[src/rtl/ted_pkg.sv]
// package for the toric edge distance block: widths, register codes, helpers
`timescale 1ns / 1ps
package ted_pkg;
   localparam int MaxSideDefault = 256;
   localparam int RegWidth       = 9;
   localparam int EdgeWidth      = 17;
   localparam int DistWidth      = 9;
   localparam int CsrIdxWidth    = 1;

   // configuration register indexes
   localparam logic [CsrIdxWidth-1:0] RegRows = 1'd0;
   localparam logic [CsrIdxWidth-1:0] RegCols = 1'd1;

   // clamp a side register to the legal range
   function automatic logic [RegWidth-1:0] eff_side(input logic [RegWidth-1:0] r,
                                                    input int max_side);
      logic [RegWidth-1:0] v;
      v = r;
      if (r < RegWidth'(2)) v = RegWidth'(2);
      else if (int'(r) > max_side) v = RegWidth'(max_side);
      return v;
   endfunction
endpackage

[src/rtl/toric_edge_distance.sv]
// top level: toric lattice edge distance pipeline
`timescale 1ns / 1ps
// Usage
//   csr_*: write rows (index 0) or cols (index 1) while the block is idle;
//     values below 2 act as 2, above MAX_SIDE as MAX_SIDE.
//   req_*: one item carries edge_a and edge_b; rsp_* returns distance and
//     out_of_range for each item, in order.
// Timing
//   a chain of division cells splits each vertex into column and row, one
//   quotient bit per cell (16 cells), followed by 3 cells for end vertices,
//   pair distances and the minimum, plus one input cell.
//   one item per cycle is accepted when the receiver keeps up.
// Stalls
//   the whole chain advances only when the output cell is empty or taken;
//   a stalled receiver holds every cell, and req_tready follows.
// Reset
//   rows and cols return to 4, all cells empty.
module toric_edge_distance #(
   parameter int MAX_SIDE = ted_pkg::MaxSideDefault
) (
   input  logic                            clock,
   input  logic                            reset,
   input  logic                            csr_we,
   input  logic [ted_pkg::CsrIdxWidth-1:0] csr_index,
   input  logic [ted_pkg::RegWidth-1:0]    csr_wdata,
   input  logic                            req_tvalid,
   output logic                            req_tready,
   input  logic [39:0]                     req_tdata,   // edge_a[16:0], edge_b[33:17], zero pad
   output logic                            rsp_tvalid,
   input  logic                            rsp_tready,
   output logic [15:0]                     rsp_tdata    // distance[8:0], out_of_range[9], zero pad
);
   import ted_pkg::*;

   localparam int VW = EdgeWidth - 1;
   localparam int SW = RegWidth;
   localparam int NC = VW;

   logic [RegWidth-1:0] rows_ff, cols_ff;
   logic                en;
   logic [SW-1:0]       nr_q, nc_q;
   logic [EdgeWidth-1:0] ea, eb;
   logic [2*SW:0]       limit;
   logic                s0_v_ff, s0_oor_ff, s0_da_ff, s0_db_ff;
   logic [VW-1:0]       s0_ua_ff, s0_ub_ff;
   logic [SW-1:0]       s0_nc_ff, s0_nr_ff;

   logic          c_v   [NC+1];
   logic [VW-1:0] c_ra  [NC+1], c_qa [NC+1], c_rb [NC+1], c_qb [NC+1];
   logic [SW-1:0] c_nc  [NC+1], c_nr [NC+1];
   logic          c_da  [NC+1], c_db [NC+1], c_oor [NC+1];

   logic                 out_v;
   logic [DistWidth-1:0] out_dist;
   logic                 out_oor;

   // configuration registers
   always_ff @(posedge clock) begin
      if (reset) begin
         rows_ff <= RegWidth'(4);
         cols_ff <= RegWidth'(4);
      end else if (csr_we) begin
         case (csr_index)
            RegRows: rows_ff <= csr_wdata;
            RegCols: cols_ff <= csr_wdata;
            default: ;
         endcase
      end
   end

   assign en         = !out_v || rsp_tready;
   assign req_tready = en;
   assign nr_q  = eff_side(rows_ff, MAX_SIDE);
   assign nc_q  = eff_side(cols_ff, MAX_SIDE);
   assign ea    = req_tdata[EdgeWidth-1:0];
   assign eb    = req_tdata[2*EdgeWidth-1:EdgeWidth];
   assign limit = {(2*SW)'(nr_q) * (2*SW)'(nc_q), 1'b0};

   // input cell: range check and vertex index
   always_ff @(posedge clock) begin
      if (reset) begin
         s0_v_ff <= 1'b0;
      end else if (en) begin
         s0_v_ff <= req_tvalid;
      end
      if (en) begin
         s0_oor_ff <= ((2*SW+1)'(ea) >= limit) || ((2*SW+1)'(eb) >= limit);
         s0_ua_ff  <= ea[EdgeWidth-1:1];
         s0_ub_ff  <= eb[EdgeWidth-1:1];
         s0_da_ff  <= ea[0];
         s0_db_ff  <= eb[0];
         s0_nc_ff  <= nc_q;
         s0_nr_ff  <= nr_q;
      end
   end

   assign c_v[0]   = s0_v_ff;
   assign c_ra[0]  = s0_ua_ff;
   assign c_qa[0]  = '0;
   assign c_rb[0]  = s0_ub_ff;
   assign c_qb[0]  = '0;
   assign c_nc[0]  = s0_nc_ff;
   assign c_nr[0]  = s0_nr_ff;
   assign c_da[0]  = s0_da_ff;
   assign c_db[0]  = s0_db_ff;
   assign c_oor[0] = s0_oor_ff;

   // chain of division cells
   for (genvar k = 0; k < NC; k++) begin : g_div
      ted_div_cell #(.VW(VW), .SW(SW), .STEP(k)) u_cell (
         .clock, .reset, .en,
         .valid_in(c_v[k]), .rem_a_in(c_ra[k]), .quo_a_in(c_qa[k]),
         .rem_b_in(c_rb[k]), .quo_b_in(c_qb[k]), .nc_in(c_nc[k]), .nr_in(c_nr[k]),
         .dir_a_in(c_da[k]), .dir_b_in(c_db[k]), .oor_in(c_oor[k]),
         .valid_out(c_v[k+1]), .rem_a_out(c_ra[k+1]), .quo_a_out(c_qa[k+1]),
         .rem_b_out(c_rb[k+1]), .quo_b_out(c_qb[k+1]), .nc_out(c_nc[k+1]),
         .nr_out(c_nr[k+1]), .dir_a_out(c_da[k+1]), .dir_b_out(c_db[k+1]),
         .oor_out(c_oor[k+1])
      );
   end

   ted_dist_tail #(.VW(VW), .SW(SW)) u_tail (
      .clock, .reset, .en,
      .valid_in(c_v[NC]), .xa(c_ra[NC]), .ya(c_qa[NC]), .xb(c_rb[NC]), .yb(c_qb[NC]),
      .nc(c_nc[NC]), .nr(c_nr[NC]), .dir_a(c_da[NC]), .dir_b(c_db[NC]),
      .oor(c_oor[NC]), .valid_out(out_v), .distance(out_dist), .out_of_range(out_oor)
   );

   assign rsp_tvalid = out_v;
   assign rsp_tdata  = {6'd0, out_oor, out_dist};

`ifndef SYNTHESIS
   // a stalled result stays put
   a_hold: assert property (@(posedge clock) disable iff (reset)
      rsp_tvalid && !rsp_tready |=> rsp_tvalid && $stable(rsp_tdata))
      else $error("result changed under stall");
   // flagged items carry zero distance
   a_oor_zero: assert property (@(posedge clock) disable iff (reset)
      rsp_tvalid && rsp_tdata[DistWidth] |-> rsp_tdata[DistWidth-1:0] == '0)
      else $error("out of range with nonzero distance");
   // ready follows the output cell
   a_ready: assert property (@(posedge clock) disable iff (reset)
      !rsp_tvalid |-> req_tready)
      else $error("input stalled with empty output");
`endif
endmodule

[src/rtl/ted_div_cell.sv]
// one restoring division step of the vertex split, plus payload carried alongside
`timescale 1ns / 1ps
module ted_div_cell #(
   parameter int VW   = 16,
   parameter int SW   = 9,
   parameter int STEP = 0
) (
   input  logic          clock,
   input  logic          reset,
   input  logic          en,
   input  logic          valid_in,
   input  logic [VW-1:0] rem_a_in,
   input  logic [VW-1:0] quo_a_in,
   input  logic [VW-1:0] rem_b_in,
   input  logic [VW-1:0] quo_b_in,
   input  logic [SW-1:0] nc_in,
   input  logic [SW-1:0] nr_in,
   input  logic          dir_a_in,
   input  logic          dir_b_in,
   input  logic          oor_in,
   output logic          valid_out,
   output logic [VW-1:0] rem_a_out,
   output logic [VW-1:0] quo_a_out,
   output logic [VW-1:0] rem_b_out,
   output logic [VW-1:0] quo_b_out,
   output logic [SW-1:0] nc_out,
   output logic [SW-1:0] nr_out,
   output logic          dir_a_out,
   output logic          dir_b_out,
   output logic          oor_out
);
   localparam int SH = VW - 1 - STEP;
   localparam int DW = VW + SW;

   logic          valid_ff;
   logic [VW-1:0] rem_a_ff, quo_a_ff, rem_b_ff, quo_b_ff;
   logic [VW-1:0] rem_a_in2, quo_a_in2, rem_b_in2, quo_b_in2;
   logic [SW-1:0] nc_ff, nr_ff;
   logic          dir_a_ff, dir_b_ff, oor_ff;
   logic [DW-1:0] dsh;

   // try to subtract nc shifted to this bit position
   always_comb begin
      dsh       = DW'(nc_in) << SH;
      rem_a_in2 = rem_a_in;
      quo_a_in2 = quo_a_in;
      rem_b_in2 = rem_b_in;
      quo_b_in2 = quo_b_in;
      if (DW'(rem_a_in) >= dsh) begin
         rem_a_in2     = VW'(DW'(rem_a_in) - dsh);
         quo_a_in2[SH] = 1'b1;
      end
      if (DW'(rem_b_in) >= dsh) begin
         rem_b_in2     = VW'(DW'(rem_b_in) - dsh);
         quo_b_in2[SH] = 1'b1;
      end
   end

   always_ff @(posedge clock) begin
      if (reset) begin
         valid_ff <= 1'b0;
      end else if (en) begin
         valid_ff <= valid_in;
      end
      if (en) begin
         rem_a_ff <= rem_a_in2;
         quo_a_ff <= quo_a_in2;
         rem_b_ff <= rem_b_in2;
         quo_b_ff <= quo_b_in2;
         nc_ff    <= nc_in;
         nr_ff    <= nr_in;
         dir_a_ff <= dir_a_in;
         dir_b_ff <= dir_b_in;
         oor_ff   <= oor_in;
      end
   end

   assign valid_out = valid_ff;
   assign rem_a_out = rem_a_ff;
   assign quo_a_out = quo_a_ff;
   assign rem_b_out = rem_b_ff;
   assign quo_b_out = quo_b_ff;
   assign nc_out    = nc_ff;
   assign nr_out    = nr_ff;
   assign dir_a_out = dir_a_ff;
   assign dir_b_out = dir_b_ff;
   assign oor_out   = oor_ff;
endmodule

[src/rtl/ted_dist_tail.sv]
// end-vertex coordinates, folded distances and the minimum over four pairs
`timescale 1ns / 1ps
module ted_dist_tail #(
   parameter int VW = 16,
   parameter int SW = 9
) (
   input  logic                              clock,
   input  logic                              reset,
   input  logic                              en,
   input  logic                              valid_in,
   input  logic [VW-1:0]                     xa,
   input  logic [VW-1:0]                     ya,
   input  logic [VW-1:0]                     xb,
   input  logic [VW-1:0]                     yb,
   input  logic [SW-1:0]                     nc,
   input  logic [SW-1:0]                     nr,
   input  logic                              dir_a,
   input  logic                              dir_b,
   input  logic                              oor,
   output logic                              valid_out,
   output logic [ted_pkg::DistWidth-1:0]     distance,
   output logic                              out_of_range
);
   import ted_pkg::*;

   logic [SW-1:0] ax_ff [2], ay_ff [2], bx_ff [2], by_ff [2];
   logic [SW-1:0] ax_in [2], ay_in [2], bx_in [2], by_in [2];
   logic [SW-1:0] nc_ff, nr_ff;
   logic          v1_ff, v2_ff, oor1_ff, oor2_ff;
   logic [SW:0]   dp_ff [4];
   logic [SW:0]   dp_in [4];
   logic [DistWidth-1:0] dist_ff, dist_in;

   function automatic logic [SW-1:0] fold(input logic [SW-1:0] a, input logic [SW-1:0] b,
                                          input logic [SW-1:0] p);
      logic [SW-1:0] d, r;
      d = (a > b) ? a - b : b - a;
      r = p - d;
      return (d > r) ? r : d;
   endfunction

   // second end: up steps the row, right steps the column, both wrap
   always_comb begin
      ax_in[0] = SW'(xa); ay_in[0] = SW'(ya);
      bx_in[0] = SW'(xb); by_in[0] = SW'(yb);
      ax_in[1] = ax_in[0]; ay_in[1] = ay_in[0];
      bx_in[1] = bx_in[0]; by_in[1] = by_in[0];
      if (dir_a) ax_in[1] = (ax_in[0] == nc - SW'(1)) ? '0 : ax_in[0] + SW'(1);
      else       ay_in[1] = (ay_in[0] == nr - SW'(1)) ? '0 : ay_in[0] + SW'(1);
      if (dir_b) bx_in[1] = (bx_in[0] == nc - SW'(1)) ? '0 : bx_in[0] + SW'(1);
      else       by_in[1] = (by_in[0] == nr - SW'(1)) ? '0 : by_in[0] + SW'(1);
   end

   // folded distance of each pair
   always_comb begin
      for (int i = 0; i < 2; i++) begin
         for (int j = 0; j < 2; j++) begin
            dp_in[i*2+j] = (SW+1)'(fold(ax_ff[i], bx_ff[j], nc_ff))
                         + (SW+1)'(fold(ay_ff[i], by_ff[j], nr_ff));
         end
      end
   end

   // minimum of four
   always_comb begin
      logic [SW:0] m0, m1, m;
      m0 = (dp_ff[0] < dp_ff[1]) ? dp_ff[0] : dp_ff[1];
      m1 = (dp_ff[2] < dp_ff[3]) ? dp_ff[2] : dp_ff[3];
      m  = (m0 < m1) ? m0 : m1;
      dist_in = oor2_ff ? '0 : DistWidth'(m);
   end

   always_ff @(posedge clock) begin
      if (reset) begin
         v1_ff     <= 1'b0;
         v2_ff     <= 1'b0;
         valid_out <= 1'b0;
      end else if (en) begin
         v1_ff     <= valid_in;
         v2_ff     <= v1_ff;
         valid_out <= v2_ff;
      end
      if (en) begin
         ax_ff   <= ax_in;
         ay_ff   <= ay_in;
         bx_ff   <= bx_in;
         by_ff   <= by_in;
         nc_ff   <= nc;
         nr_ff   <= nr;
         oor1_ff <= oor;
         dp_ff   <= dp_in;
         oor2_ff <= oor1_ff;
         dist_ff <= dist_in;
         out_of_range <= oor2_ff;
      end
   end

   assign distance = dist_ff;
endmodule
[config.mk]
export PLATFORM = sky130hd
export DESIGN_NAME = toric_edge_distance
export DESIGN_NICKNAME = d
export VERILOG_FILES = /design/src/rtl/ted_pkg.sv /design/src/rtl/toric_edge_distance.sv /design/src/rtl/ted_div_cell.sv /design/src/rtl/ted_dist_tail.sv
export SDC_FILE = /design/constraint.sdc
export NUM_CORES = 2
export LEC_CHECK = 0
export BUFFER_PORTS_ARGS = -buffer_cell sky130_fd_sc_hd__buf_2
export CAP_MARGIN = 20
export CORE_ASPECT_RATIO = 1.1
export CORE_MARGIN = 3
export CORE_UTILIZATION = 40
export DETAILED_ROUTE_END_ITERATION = 10
export PLACE_DENSITY = 0.56
export SYNTH_ARGS = -nofsm -noshare
export SYNTH_HDL_FRONTEND = slang
export SYNTH_SLANG_ARGS = --single-unit
[constraint.sdc]
create_clock -name clock -period 40.1 [get_ports clock]
set_input_delay 6.015 -clock clock [delete_from_list [all_inputs] [get_ports clock]]
set_output_delay 6.015 -clock clock [all_outputs]
set_load 0.005 [all_outputs]
==> impl_metrics.tcl <==
set metrics [dict create \
    period_minus_slack_ns 13.26 \
    postCtsHoldBufs 0 \
    yosys_most_used_dff "edfxtp_1" \
    ys_warn_count 0 \
    first_pass_iters 5 \
    crit_buf_inv 4 \
    core_region_area_um2 162500 \
    grt_overflow 0 \
    multi_input_area_um2 28750 \
    start_util 0.4030 \
    rsz0062_at_grt "no" \
    tightest_slew_ns 1.092 \
    crit_top_cell "buf_2" \
    timing.setup.tns_ns 0 \
    final_cells 7787 \
    wl_per_cell_um 18.26 \
    via_per_inst 5.140 \
    cp-end-kind "output pin" \
    place_inst 7560 \
    cp_max_fo 109 \
    fp.dieH_um 430.4 \
    htree_num_levels 3 \
    slew_viol_final 0 \
    critPathTopFamily "buffers and inverters" \
    grt_pass1_wl_um 223600 \
    postRouteAntennaNets 0 \
    row_count 155 \
    ys_types 95 \
    wl_um 142200 \
    cts_resized 0 \
    status "complete, no violations" \
    port_buffers 60 \
    syn-instance-count 5431 \
    cts_root_buf "clkbuf_16" \
    final.setup_skew_ns 0.09563 \
    mostFrequentLayoutCells "edfxtp_1, ha_1, inv_1, nand2_1, nor2_1" \
    avgSynthCellArea_um2 12.06 \
    critPathMaxStageDelay_ns 0.50 \
    drcViolationCount 0 \
    crit_path_start_kind "input port" \
    holdWs_ns 0.3698 \
    final-seq-area_um2 34360 \
    cts_sinks 1157 \
    clk_path_buf_depth 3 \
    gp_congestion 0.9234 \
    drive_gt1_frac 0.07217 \
    cap_violations 0 \
    async_reset_ff_frac 0 \
    ys_seq_area_frac 0.5247 \
    hold_violations 0 \
    finalSetupViolations 0 \
    area_delta_synth_final_pct 10.54 \
    synth-edff-count 1119 \
    die_w_um 391.8 \
    grt_max_degree 165 \
    clk_latency_ns 0.77 \
    vias 40030 \
    track_usage 0.1690 \
    nets 6348 \
    cp.arrival_ns 7.24 \
    antenna_found_initial 1 \
    cts_tree "done" \
    cp.required_ns 34.08 \
    fillers 14840 \
    cts_buffers 120 \
    cts.clk_slew.worst_paths_ns 0.06 \
    boundaryPins 73 \
    maxSlewHeadroom 0.2722 \
    period_share 0.3306 \
    layout_commonest_cell "edfxtp_1" \
    crit_chain "buf_2 > nor2b_1 > buf_4 > inv_8 > buf_2" \
    first_global_vias 41380 \
    critPathSlowestCell "inv_8" \
    first_iter_violations 1730 \
    critPathKind "input port to output pin" \
    hold_path.class "register to register" \
    synth_area_um2 65490 \
    postCtsSetupBuffers 0 \
    dieArea_um2 168600 \
    fmax_mhz 75.42 \
    ys_ff_latch 1157 \
    hpwlAfterDp_um 111700 \
]
-- metal layers --
layer	part of all wire	GRT usage	vias up	wire [µm]
met5	0	0	-	0
met3	0.029	0.02017	284	4073
met1	0.38	0.1804	19120	54620
met4	0.050	0.08253	0	7095
li1	-	-	20020	-
met2	0.54	0.3250	602	76430
-- cells in the mapped netlist (108+ instances only) --
library cell  instances  area [µm²]
edfxtp_1           1119       33600
nand2_1             330        1239
xnor2_1             234        2049
a21o_1              172        1291
inv_1               549        2061
o21ai_0             226        1131
a21oi_1             297        1486
xor2_1              143        1252
nor2_1              322        1209
mux2_2              108        1216
ha_1                623        7795
mux2i_1             119        1191
-- kinds of logic after synthesis --
group | Yosys count | synth area share
simple gates | 1248 | 0.09545
flops | 1157 | 0.5247
compound gates | 1052 | 0.1024
fa+ha+maj | 730 | 0.1516
buf+inv | 630 | 0.03691
xor+xnor | 378 | 0.05066
mux | 235 | 0.03825
other cells | 1 | 0.00005726
-- area by class of cell --
| type | instances | share of cell area |
|---|---|---|
| Clock inverter | 86 | 0.01320 |
| Tap cell | 2119 | 0.03662 |
| Timing Repair Buffer | 87 | 0.007397 |
| Sequential cell | 1157 | 0.4746 |
| Inverter | 549 | 0.02857 |
| Antenna cell | 1 | 0.00003457 |
| Clock buffer | 139 | 0.04246 |
| Multi-Input combinational cell | 3649 | 0.3971 |
-- final timing paths --
path | start | endpoint | slack [ns] | cells after the start
setup / recovery | rsp_tready | req_tready | 26.84 | 5
hold / removal | g_div[12].u_cell.nr_out[2]$_DFFE_PP_ | g_div[13].u_cell.nr_out[2]$_DFFE_PP_ | 0.37 | 0
setup reg to reg | u_tail.bx_ff[1]$_DFFE_PP_ | u_tail.dp_ff[9]$_DFFE_PP_ | 31.65 | 34
hold reg to reg | g_div[12].u_cell.nr_out[2]$_DFFE_PP_ | g_div[13].u_cell.nr_out[2]$_DFFE_PP_ | 0.37 | 0
-- sequential cells by signal, summed over array words and instances, names as in the netlist, 16 cells and up --
register and flops:
g_div.u_cell.rem_b_out 249, g_div.u_cell.nc_out 144, s0_ua_ff 16, g_div.u_cell.nr_out 144, u_tail.dp_ff 40, u_tail.bx_ff 18
s0_ub_ff 16, g_div.u_cell.oor_out 16, g_div.u_cell.rem_a_out 249, g_div.u_cell.dir_b_out 16, u_tail.by_ff 18, g_div.u_cell.dir_a_out 16
u_tail.ax_ff 18, u_tail.ay_ff 18, g_div.u_cell.quo_b_out 45, g_div.u_cell.valid_out 16, g_div.u_cell.quo_a_out 45
-- through the flow --
step	setup slack, ns	area [µm²]	utilization
floorplan	14.07	65510	-
global placement	26.86	68330	0.4205
detailed placement	26.85	68360	0.4206
CTS	26.85	72390	0.4454
global route	26.75	72400	0.4455
finish	26.84	72400	0.4455
-- worst register-to-register path, delay by kind of cell (launching register included) --
family	cells	cell delay, ns
compound gates	17	3.26
xor+xnor	1	0.20
fa+ha+maj	4	1.29
buf+inv	3	0.54
flops	1	0.55
mux	2	0.82
simple gates	7	1.50
Power is not shown: default switching activity piles up to over one toggle a cycle in this logic, so the estimate is an artifact.
